**src/sv/tsra_pkg.sv**
```systemverilog
// ----------------------------------------------------------------------------
// tsra_pkg: shared types and constants for the sample ring averager
// Holds the RAM word layout, the lane control struct and the control states.
// ----------------------------------------------------------------------------
package tsra_pkg;

	localparam int SAMPLE_W = 16;
	localparam int TIME_W   = 32;
	localparam int NUM_AXES = 3;
	localparam int USED_W   = 5;
	// RAM word: x in [15:0], y in [31:16], z in [47:32], time in [79:48]
	localparam int TIME_LSB = NUM_AXES * SAMPLE_W;
	localparam int WORD_W   = TIME_LSB + TIME_W;

	localparam logic OP_PUSH     = 1'b0;
	localparam logic OP_ESTIMATE = 1'b1;

	typedef enum logic [1:0] {
		ST_IDLE,
		ST_WALK,
		ST_DIV,
		ST_FIN
	} state_t;

	typedef struct packed {
		logic clear;
		logic accum;
		logic div_start;
	} lane_ctl_t;

endpackage

```
**src/sv/timestamped_sample_ring_average_unit.sv**
```systemverilog
// ----------------------------------------------------------------------------
// Push: accept goes to the finish state, which loads the output register.
// Estimate: ring walk from the newest slot (one RAM read per cycle), then a bit-serial
// divide of SUM_W = 17 + clog2(DEPTH) bits, then finish; no divide if nothing visited.
// One transaction at a time; the input is open whenever the sequencer is idle,
// also while a result waits in the output register.
// Reset clears the write pointer, fill count, last estimate time and valids, not the RAM.
// ----------------------------------------------------------------------------
// timestamped_sample_ring_average_unit: ring buffer moving average
// Stores timestamped three-axis samples and averages the recent ones.
// ----------------------------------------------------------------------------
module timestamped_sample_ring_average_unit #(
	parameter int DEPTH = 16
) (
	input  logic                                clk,
	input  logic                                arst_n,
	// input transaction
	input  logic                                in_valid,
	output logic                                in_stall,
	input  logic                                op,
	input  logic signed [tsra_pkg::SAMPLE_W-1:0] mag_x,
	input  logic signed [tsra_pkg::SAMPLE_W-1:0] mag_y,
	input  logic signed [tsra_pkg::SAMPLE_W-1:0] mag_z,
	input  logic [tsra_pkg::TIME_W-1:0]         timestamp,
	// result transaction
	output logic                                out_valid,
	input  logic                                out_stall,
	output logic signed [tsra_pkg::SAMPLE_W-1:0] avg_x,
	output logic signed [tsra_pkg::SAMPLE_W-1:0] avg_y,
	output logic signed [tsra_pkg::SAMPLE_W-1:0] avg_z,
	output logic [tsra_pkg::USED_W-1:0]         samples_used,
	output logic                                updated,
	output logic [tsra_pkg::TIME_W-1:0]         estimate_time
);

	import tsra_pkg::*;

	localparam int AW    = (DEPTH > 1) ? $clog2(DEPTH) : 1;
	localparam int CNT_W = $clog2(DEPTH + 1);

	// ---------------- control state ----------------
	state_t state_q, state_d;

	logic [AW-1:0]     ws_q;        // next slot to write
	logic [CNT_W-1:0]  fill_q;      // filled entries, saturating at DEPTH
	logic [TIME_W-1:0] last_est_q;  // time of the last formed estimate
	logic              out_valid_q;

	// walk bookkeeping
	logic [AW-1:0]     rd_ptr_q;    // slot of the next read
	logic [CNT_W-1:0]  issued_q;    // reads issued so far
	logic              rd_pend_s1;  // RAM data for an issued read is present
	logic              stop_q;      // walk hit an entry older than last estimate
	logic [CNT_W-1:0]  n_q;         // samples accumulated

	// item held for the result
	logic              op_q;
	logic [TIME_W-1:0] now_q;

	// ---------------- RAM ----------------
	logic [WORD_W-1:0] wr_word;
	logic [WORD_W-1:0] rd_word;
	logic [TIME_W-1:0] rd_time;
	logic              ram_we;

	// ---------------- lanes ----------------
	lane_ctl_t                   lane_ctl;
	logic [NUM_AXES-1:0]         lane_busy;
	logic signed [SAMPLE_W-1:0]  lane_avg [NUM_AXES];

	// ---------------- control signals ----------------
	logic accept;
	logic hit;
	logic take;
	logic issue;
	logic walk_end;
	logic out_free;
	logic load_out;
	logic est_ok;

	assign in_stall = (state_q != ST_IDLE);
	assign accept   = in_valid && (state_q == ST_IDLE);
	assign out_free = !out_valid_q || !out_stall;
	assign est_ok   = (op_q == OP_ESTIMATE) && (n_q != '0);

	assign wr_word = {timestamp, mag_z, mag_y, mag_x};
	assign rd_time = rd_word[TIME_LSB +: TIME_W];
	assign ram_we  = accept && (op == OP_PUSH);

	tsra_ram #(
		.WIDTH (WORD_W),
		.DEPTH (DEPTH)
	) u_ring (
		.clk   (clk),
		.we    (ram_we),
		.waddr (ws_q),
		.wdata (wr_word),
		.raddr (rd_ptr_q),
		.rdata (rd_word)
	);

	// Walk data checks: an entry older than the last estimate ends the walk,
	// anything else is summed into all three lanes.
	always_comb begin
		hit      = rd_pend_s1 && !stop_q && (rd_time < last_est_q);
		take     = rd_pend_s1 && !stop_q && !hit;
		issue    = (state_q == ST_WALK) && !stop_q && !hit && (issued_q < fill_q);
		walk_end = stop_q || ((issued_q == fill_q) && !rd_pend_s1);
	end

	// ---------------- sequencer ----------------
	always_ff @(posedge clk or negedge arst_n) begin
		if (!arst_n) begin
			state_q <= ST_IDLE;
		end else begin
			state_q <= state_d;
		end
	end

	always_comb begin
		state_d  = state_q;
		lane_ctl = '0;
		load_out = 1'b0;
		case (state_q)
			ST_IDLE: begin
				if (accept) begin
					lane_ctl.clear = 1'b1;
					state_d = (op == OP_PUSH) ? ST_FIN : ST_WALK;
				end
			end
			ST_WALK: begin
				lane_ctl.accum = take;
				if (walk_end) begin
					if (n_q != '0) begin
						lane_ctl.div_start = 1'b1;
						state_d = ST_DIV;
					end else begin
						state_d = ST_FIN;
					end
				end
			end
			ST_DIV: begin
				if (lane_busy == '0) begin
					state_d = ST_FIN;
				end
			end
			ST_FIN: begin
				if (out_free) begin
					load_out = 1'b1;
					state_d = ST_IDLE;
				end
			end
			default: begin
				state_d = ST_IDLE;
			end
		endcase
	end

	// ---------------- ring pointers and walk control ----------------
	always_ff @(posedge clk or negedge arst_n) begin
		if (!arst_n) begin
			ws_q        <= '0;
			fill_q      <= '0;
			last_est_q  <= '0;
			out_valid_q <= 1'b0;
			issued_q    <= '0;
			rd_pend_s1  <= 1'b0;
			stop_q      <= 1'b0;
			n_q         <= '0;
		end else begin
			if (ram_we) begin
				ws_q <= (ws_q == AW'(DEPTH - 1)) ? '0 : ws_q + 1'b1;
				if (fill_q != CNT_W'(DEPTH)) begin
					fill_q <= fill_q + 1'b1;
				end
			end

			if (accept) begin
				issued_q   <= '0;
				rd_pend_s1 <= 1'b0;
				stop_q     <= 1'b0;
				n_q        <= '0;
			end else begin
				rd_pend_s1 <= issue;
				if (issue) begin
					issued_q <= issued_q + 1'b1;
				end
				if (hit) begin
					stop_q <= 1'b1;
				end
				if (take) begin
					n_q <= n_q + 1'b1;
				end
			end

			if (load_out && est_ok) begin
				last_est_q <= now_q;
			end

			if (load_out) begin
				out_valid_q <= 1'b1;
			end else if (!out_stall) begin
				out_valid_q <= 1'b0;
			end
		end
	end

	// Read pointer starts at the newest slot and steps toward older ones.
	always_ff @(posedge clk) begin
		if (accept) begin
			op_q     <= op;
			now_q    <= timestamp;
			rd_ptr_q <= (ws_q == '0) ? AW'(DEPTH - 1) : ws_q - 1'b1;
		end else if (issue) begin
			rd_ptr_q <= (rd_ptr_q == '0) ? AW'(DEPTH - 1) : rd_ptr_q - 1'b1;
		end
	end

	// ---------------- axis lanes ----------------
	for (genvar g = 0; g < NUM_AXES; g++) begin : g_lane
		tsra_lane #(
			.DEPTH (DEPTH)
		) u_lane (
			.clk    (clk),
			.arst_n (arst_n),
			.ctl    (lane_ctl),
			.sample (rd_word[g*SAMPLE_W +: SAMPLE_W]),
			.count  (n_q),
			.busy   (lane_busy[g]),
			.avg    (lane_avg[g])
		);
	end

	// ---------------- merge into the output register ----------------
	// Push or an estimate that visited nothing reports zeros and keeps the
	// previous estimate time.
	always_ff @(posedge clk) begin
		if (load_out) begin
			avg_x         <= est_ok ? lane_avg[0] : '0;
			avg_y         <= est_ok ? lane_avg[1] : '0;
			avg_z         <= est_ok ? lane_avg[2] : '0;
			samples_used  <= est_ok ? USED_W'(n_q) : '0;
			updated       <= est_ok;
			estimate_time <= est_ok ? now_q : last_est_q;
		end
	end

	assign out_valid = out_valid_q;

endmodule

```
**src/sv/tsra_ram.sv**
```systemverilog
// ----------------------------------------------------------------------------
// tsra_ram: generic single-port-write, single-port-read RAM
// One write and one registered read per cycle.
// ----------------------------------------------------------------------------
module tsra_ram #(
	parameter int WIDTH = 8,
	parameter int DEPTH = 16,
	localparam int AW   = (DEPTH > 1) ? $clog2(DEPTH) : 1
) (
	input  logic             clk,
	input  logic             we,
	input  logic [AW-1:0]    waddr,
	input  logic [WIDTH-1:0] wdata,
	input  logic [AW-1:0]    raddr,
	output logic [WIDTH-1:0] rdata
);

	logic [WIDTH-1:0] mem_q [DEPTH];

	always_ff @(posedge clk) begin
		if (we) begin
			mem_q[waddr] <= wdata;
		end
		rdata <= mem_q[raddr];
	end

endmodule

```
**src/sv/tsra_lane.sv**
```systemverilog
// ----------------------------------------------------------------------------
// tsra_lane: one axis of the averager
// Accumulates samples, then divides the sum by the count one bit per cycle
// (restoring division on the magnitude, sign applied at the end).
// ----------------------------------------------------------------------------
module tsra_lane #(
	parameter int DEPTH = 16,
	localparam int CNT_W = $clog2(DEPTH + 1)
) (
	input  logic                                clk,
	input  logic                                arst_n,
	input  tsra_pkg::lane_ctl_t                 ctl,
	input  logic signed [tsra_pkg::SAMPLE_W-1:0] sample,
	input  logic [CNT_W-1:0]                    count,
	output logic                                busy,
	output logic signed [tsra_pkg::SAMPLE_W-1:0] avg
);

	import tsra_pkg::*;

	localparam int SUM_W  = SAMPLE_W + $clog2(DEPTH) + 1;
	localparam int STEP_W = $clog2(SUM_W + 1);

	logic signed [SUM_W-1:0] acc_q;
	logic [SUM_W-1:0]        quo_q;
	logic [CNT_W-1:0]        rem_q;
	logic [STEP_W-1:0]       step_q;
	logic                    neg_q;
	logic                    busy_q;

	logic [CNT_W:0]   trial;
	logic             fits;
	logic [SUM_W-1:0] mag;
	logic [SUM_W-1:0] quo_signed;

	always_comb begin
		trial      = {rem_q, quo_q[SUM_W-1]};
		fits       = trial >= {1'b0, count};
		mag        = acc_q[SUM_W-1] ? SUM_W'(-acc_q) : SUM_W'(acc_q);
		quo_signed = neg_q ? SUM_W'(-quo_q) : quo_q;
	end

	always_ff @(posedge clk or negedge arst_n) begin
		if (!arst_n) begin
			busy_q <= 1'b0;
			step_q <= '0;
		end else if (ctl.div_start) begin
			busy_q <= 1'b1;
			step_q <= STEP_W'(SUM_W);
		end else if (busy_q) begin
			step_q <= step_q - 1'b1;
			if (step_q == STEP_W'(1)) begin
				busy_q <= 1'b0;
			end
		end
	end

	always_ff @(posedge clk) begin
		if (ctl.clear) begin
			acc_q <= '0;
		end else if (ctl.accum) begin
			acc_q <= acc_q + SUM_W'(sample);
		end
		if (ctl.div_start) begin
			quo_q <= mag;
			neg_q <= acc_q[SUM_W-1];
			rem_q <= '0;
		end else if (busy_q) begin
			quo_q <= {quo_q[SUM_W-2:0], fits};
			rem_q <= fits ? CNT_W'(trial - {1'b0, count}) : trial[CNT_W-1:0];
		end
	end

	assign busy = busy_q;
	// quotient magnitude never exceeds the sample range
	assign avg  = SAMPLE_W'(quo_signed);

endmodule

```
**config.mk**
```make
export PLATFORM = sky130hd
export DESIGN_NAME = timestamped_sample_ring_average_unit
export DESIGN_NICKNAME = d
export VERILOG_FILES = /design/src/sv/tsra_pkg.sv /design/src/sv/timestamped_sample_ring_average_unit.sv /design/src/sv/tsra_ram.sv /design/src/sv/tsra_lane.sv
export SDC_FILE = /design/constraint.sdc
export NUM_CORES = 2
export LEC_CHECK = 0
export BUFFER_PORTS_ARGS = -buffer_cell sky130_fd_sc_hd__buf_2
export CAP_MARGIN = 5
export CORE_MARGIN = 4
export CORE_UTILIZATION = 36
export DETAILED_ROUTE_END_ITERATION = 12
export HOLD_SLACK_MARGIN = 0.03
export PLACE_DENSITY = 0.58
export SETUP_SLACK_MARGIN = 0.1
export SYNTH_ARGS = -nofsm -noshare
export SYNTH_HDL_FRONTEND = slang
export SYNTH_SLANG_ARGS = --single-unit
```
**constraint.sdc**
```tcl
create_clock -name clk -period 19.4 [get_ports clk]
set_input_delay 0 -clock clk [delete_from_list [all_inputs] [get_ports clk]]
set_output_delay 0 -clock clk [all_outputs]
set_load 0.005 [all_outputs]
```
# == After elaboration in Yosys (flattened, before gate mapping) ==
# Memories as Yosys holds them, arrays and structs flattened. A register that Yosys moved wholly into a read port is not among the register bits.
# Index checks and enable logic that the tools add are counted.
# word_totals
reg_bits,341
mem_bits_rw,1280
inputBits,85
out_inout_bits,88
elab_cells,171
n_memories,1
# classes
addsub,21
order_cmp,5
eq_ne,14
n_mux,61
bitwise,1
n_reduce_logical,32
# memory_table
memory,words,width,read_ports,rd_ports_with_merged_regs,write_ports,line,source
u_ring.mem_q,16,80,1,1,1,tsra_ram.sv:18,logic [WIDTH-1:0] mem_q [DEPTH];
# op_table
operator,count
$mux W21,9
$mux W5,13
$add A21 B16 Y21,3
$neg A21 Y21,3
$mux W16,3
$neg A16 Y16,3
$lt A32 B32 Y1,1
$mux W32,1
$mux W1,23
$mux W4,5
$ge A6 B5 Y1,3
$add A5 B1 Y5 const B,3
$eq A5 B1 Y1 const B,3
$sub A5 B1 Y5 const B,3
$sub A5 B5 Y5,3
$reduce_bool A2 Y1,7
$mux W2,6
$logic_and A1 B1 Y1,11
$logic_not A4 Y1,2
$ne A2 B2 Y1 const B,4
$pmux W2 S4,1
$sub A4 B1 Y4 const B,2
$eq A5 B5 Y1,1
$logic_not A1 Y1,5
14 further kinds,16

# == Depth between registers and ports, before layout ==
# depth
depth_word,8
ltp_mapped,12
mapped_depth_nobuf,11

# == By module ==
# A second synthesis with hierarchy kept.
# unflattened
cells_unflattened,4094
area_unflattened_um2,69779.4
# modules_own_cells
module,instances,cells_per_inst,area_per_inst_um2,seq_area_each_um2
tsra_ram,1,2054,49422.4,40038.4
timestamped_sample_ring_average_unit,1,608,7928.9,5094.9
tsra_lane at g_lane[0].u_lane,1,478,4146.5,1331.3
tsra_lane at g_lane[1].u_lane,1,478,4142.7,1331.3
tsra_lane at g_lane[2].u_lane,1,476,4139.0,1331.3

# == Worst setup path before layout ==
# No wires, ideal clock.
# synth_path
path_type,register to register
startpoint,reg state_q[0]
endpoint,"mem u_ring.mem_q[0][0] in the netlist's numbering, enable pin"
setup_ns,0.616
arrival_time_ns,6.828
setup_slack_ns,11.956
path_stages_with_launch,8
period_less_slack_ns,7.444
cell_sequence,dfrtp_1 inv_1 ha_1 nand2_1 nor2_1 buf_1 nand2_1 nor3_1
# synth_via
elab_chain_cells,5
# synth_rtl
element,line,source
start: declaration,timestamped_sample_ring_average_unit.sv:42,"state_t state_q, state_d;"
start signal: assignment,timestamped_sample_ring_average_unit.sv:116,state_q <= state_d;
$logic_not A2 Y1,timestamped_sample_ring_average_unit.sv:82,assign accept = in_valid && (state_q == ST_IDLE);
$logic_and A1 B1 Y1,timestamped_sample_ring_average_unit.sv:82,
$logic_and A1 B1 Y1,timestamped_sample_ring_average_unit.sv:88,assign ram_we = accept && (op == OP_PUSH);
$mux W1,tsra_ram.sv:21,if (we) begin
$mux W1 (not written as such),tsra_ram.sv:22,mem_q[waddr] <= wdata;
end: declaration,tsra_ram.sv:18,
# No other way between the ends.

# == Worst setup path after layout ==
# layout_path
startpoint,reg state_q[0]
endpoint,"mem u_ring.mem_q[15][42] in the netlist's numbering, enable pin"
# Same word-level chain as after synthesis.

==> impl_metrics.py <==
metrics = {
    "outcome": {
        "status": "completed",
    },
    "logic_synthesis": {
        "synthArstFlopShare_pct": 4.35,
        "synthFlopType": "edfxtp_1",
        "synth_xor_area_share_pct": 1.92,
        "synthTopCellsByCount": "edfxtp_1 (1469), mux4_2 (400), nand2_1 (272)",
        "synth-edff-count": 1469,
        "ys.warnings.count": 0,
        "synth.distinct_cells": 78,
        "syn_inst": 3858,
        "synthSimpleGateAreaFrac_pct": 4.39,
        "seq_area_frac_synth_pct": 71.3,
        "synth_top_family_by_area": "multiplexers",
        "yosysTopAreaCellShare_pct": 64.0,
        "yosysTopAreaCell": "edfxtp_1",
        "ys_ff_latch": 1701,
        "synthAdderAreaFrac_pct": 2.70,
        "yosys.cell_count.top_type": "edfxtp_1",
        "synthTopCellsByArea": "edfxtp_1 (64%), mux4_2 (13%), dfxtp_1 (4.6%)",
        "synthMuxAreaShare_pct": 14.0,
        "syn_area_mm2": 0.0689,
        "syn-num-nets": 4088,
        "syn_area_per_cell_um2": 17.9,
        "synth-compound-area-share_pct": 4.27,
    },
    "power_and_ir_drop": {
        "vdd_drop_max_mv": 0.0847,
        "p_leak_nw": 27.0,
        "total_power_mw": 11.7,
        "powerDensity_mw_per_mm2": 148,
    },
    "sta": {
        "max_freq_ghz": 0.214,
        "period_minus_slack_ps": 4680,
        "final.setup.tns_ps": 0,
        "rsz0062_at_grt": "false",
        "fin_skew_ps": 26.9,
        "worst_slack_ps": 14720,
        "hold_viol": 0,
        "period_share_pct": 24.1,
        "slew_headroom_pct": 23.5,
        "whs_ps": 137,
        "worstMarginPinSlew_ps": 1150,
        "maxSlewViolCount": 0,
        "setup-violations-final": 0,
    },
    "place": {
        "gp_congestion": 0.767,
        "dp_hpwl_um": 90300,
        "placedCellCount": 6437,
        "pre_cts_ws_ps": 14660,
        "io_buffers": 172,
    },
    "die": {
        "dieHeight_um": 446,
        "rows": 160,
        "core-area_mm2": 0.190,
        "ios": 173,
        "fp.dieArea_mm2": 0.199,
        "start_util_pct": 36.2,
        "die_width_um": 446,
    },
    "clock_tree": {
        "post_cts_buffers": 0,
        "hold_buffers": 88,
        "cts-root-buf": "clkbuf_16",
        "insertion_delay_ps": 810,
        "postCtsResizedCells": 0,
        "cts_max_level": 4,
        "clock_path_buffers": 3,
        "cts_buffers": 176,
        "cts_tree": "built",
        "clkSinkCount": 1701,
        "cts.clk_slew.worst_paths_ps": 60,
    },
    "worst_setup_path": {
        "path_cells": "inv_1 -> ha_1 -> nand2_1 -> buf_4 -> nor2_1 -> nand2_1 -> nor2_4 -> buf_4 -> buf_4",
        "slowest_delay_ps": 750,
        "worst_setup_path_start_kind": "register",
        "critPathSlowestCell": "nor2_4",
        "crit_fanout": 33,
        "cp.arrival_ps": 5120,
        "path_class": "register to register",
        "cpMostUsedCell": "buf_4",
        "required_ps": 19840,
        "path_buf_inv": 4,
        "endpoint_kind": "register",
        "cp_top_family": "simple AND/OR/NAND/NOR gates",
    },
    "route": {
        "vias_per_cell": 5.19,
        "wl_per_cell_um": 23.3,
        "final_antenna_net_count": 0,
        "vias": 35600,
        "drt_iter0_markers": 3249,
        "drt_pass1_iterations": 5,
        "drcViolationCount": 0,
        "wl_um": 160000,
    },
    "global_routing": {
        "grt_pass1_wl_um": 239000,
        "antenna_found_initial": 29,
        "busiest_layer": "met2",
        "grtUsageMet3_pct": 2.94,
        "grt_overflow": 0,
        "use_met1_pct": 22.9,
        "grt_usage_pct": 16.1,
        "use_met2_pct": 25.7,
        "grt_pass1_vias": 36100,
        "grt_max_degree": 139,
    },
    "finish": {
        "stdcell_count": 6863,
        "finalNetCount": 4422,
        "areaGrowthSynthToFinish_pct": 15.5,
        "drive_above_1_share_pct": 22.2,
        "nFillCells": 16800,
    },
    "worst_hold_path": {
        "min_path_type": "primary input to register",
    },
    "flow_run": {
        "drv_cap": 0,
    },
}
-- layout by cell type (no fill, tap or decap), types with 16 or more instances in the layout --
cell type	count
edfxtp_1	1469
mux4_2	400
nand2_1	270
clkbuf_16	179
buf_2	171
o21ai_0	165
dfxtp_1	158
nor2_1	154
ha_1	139
a21oi_1	109
inv_1	102
xor2_1	87
dlygate4sd3_1	87
dfrtp_1	74
xnor2_1	64
buf_4	58
clkbuf_1	52
nor3_1	37
nand3_1	37
mux2_2	35
clkinv_1	31
a21o_1	31
o31ai_1	29
clkinv_2	29
nand2b_1	25
mux2i_1	23
a211oi_1	23
nor2b_1	17
clkbuf_8	16
-- cells by family after synthesis --
family	Yosys count
muxes	458
DFF	1701
and+or+nand+nor	661
adders and majority gates	145
AOI/OAI and AO/OA	472
xor gates and xnor gates	151
buffers and inverters	270
-- per-stage QoR --
stage / cell area, µm² / util, %
2_1_floorplan: 68900 / -
3_3_place_gp: 73000 / 38.3
3_5_place_dp: 73000 / 38.3
4_1_cts: 79600 / 41.8
5_1_grt: 79600 / 41.8
6_report: 79600 / 41.8
-- power breakdown --
part	internal [mW]	switching [mW]	leakage (nW)
Clock	1.91	1.42	2.82
Sequential	4.50	0.438	15.5
Combinational	1.65	1.83	8.68
-- state kept, by name, indices dropped and copies added, names as in the netlist, 5 cells and up --
name and count:
g_lane.u_lane.quo_q 63, u_ring.mem_q 1280, last_est_q 32, g_lane.u_lane.acc_q 63, estimate_time 32, u_ring.rdata 80, samples_used 5, now_q 32
avg_x 16, fill_q 5, g_lane.u_lane.step_q 15, avg_z 16, avg_y 16, n_q 5, issued_q 5, g_lane.u_lane.rem_q 15
-- metal layers --
metal,wire [µm],vias to the layer above
met4,2930,10
met5,63,-
met3,8840,227
met2,75900,899
met1,72200,18400
li1,-,16000
-- worst register-to-register path, delay by kind of cell (launching register included) --
family	cells	cell delay [ps]
AND/OR/NAND/NOR	4	1950
buffers and inverters	4	1720
adder cells (fa/ha/maj)	1	190
flip-flops	1	420
-- area by class of cell --
| type | instances | area (µm²) | share of cell area (%) |
|---|---|---|---|
| clock buffer | 247 | 4890 | 6.15 |
| timing repair buffer | 321 | 2260 | 2.84 |
| tap | 2511 | 3140 | 3.95 |
| sequential | 1701 | 49100 | 61.7 |
| inverter | 105 | 397 | 0.498 |
| multi-input combinational | 1887 | 18900 | 23.8 |
| antenna | 4 | 10.0 | 0.0126 |
| clock inverter | 87 | 853 | 1.07 |
-- worst paths after layout --
path / from / to / slack [ps] / cells past startpoint
worst max-delay path: state_q[0] / u_ring.mem_q[15][42] / 14720 / 9
worst min-delay path: mag_y[1] / u_ring.mem_q[9][17] / 140 / 2
worst max register to register: state_q[0] / u_ring.mem_q[15][42] / 14720 / 9
worst min register to register: g_lane[2].u_lane.rem_q[4] / g_lane[2].u_lane.rem_q[4] / 470 / 2
max in group asynchronous: arst_n / last_est_q[21] / 18250 / 4
min in group asynchronous: arst_n / g_lane[1].u_lane.step_q[2] / 300 / 4
(Power assumes the default switching activity.)
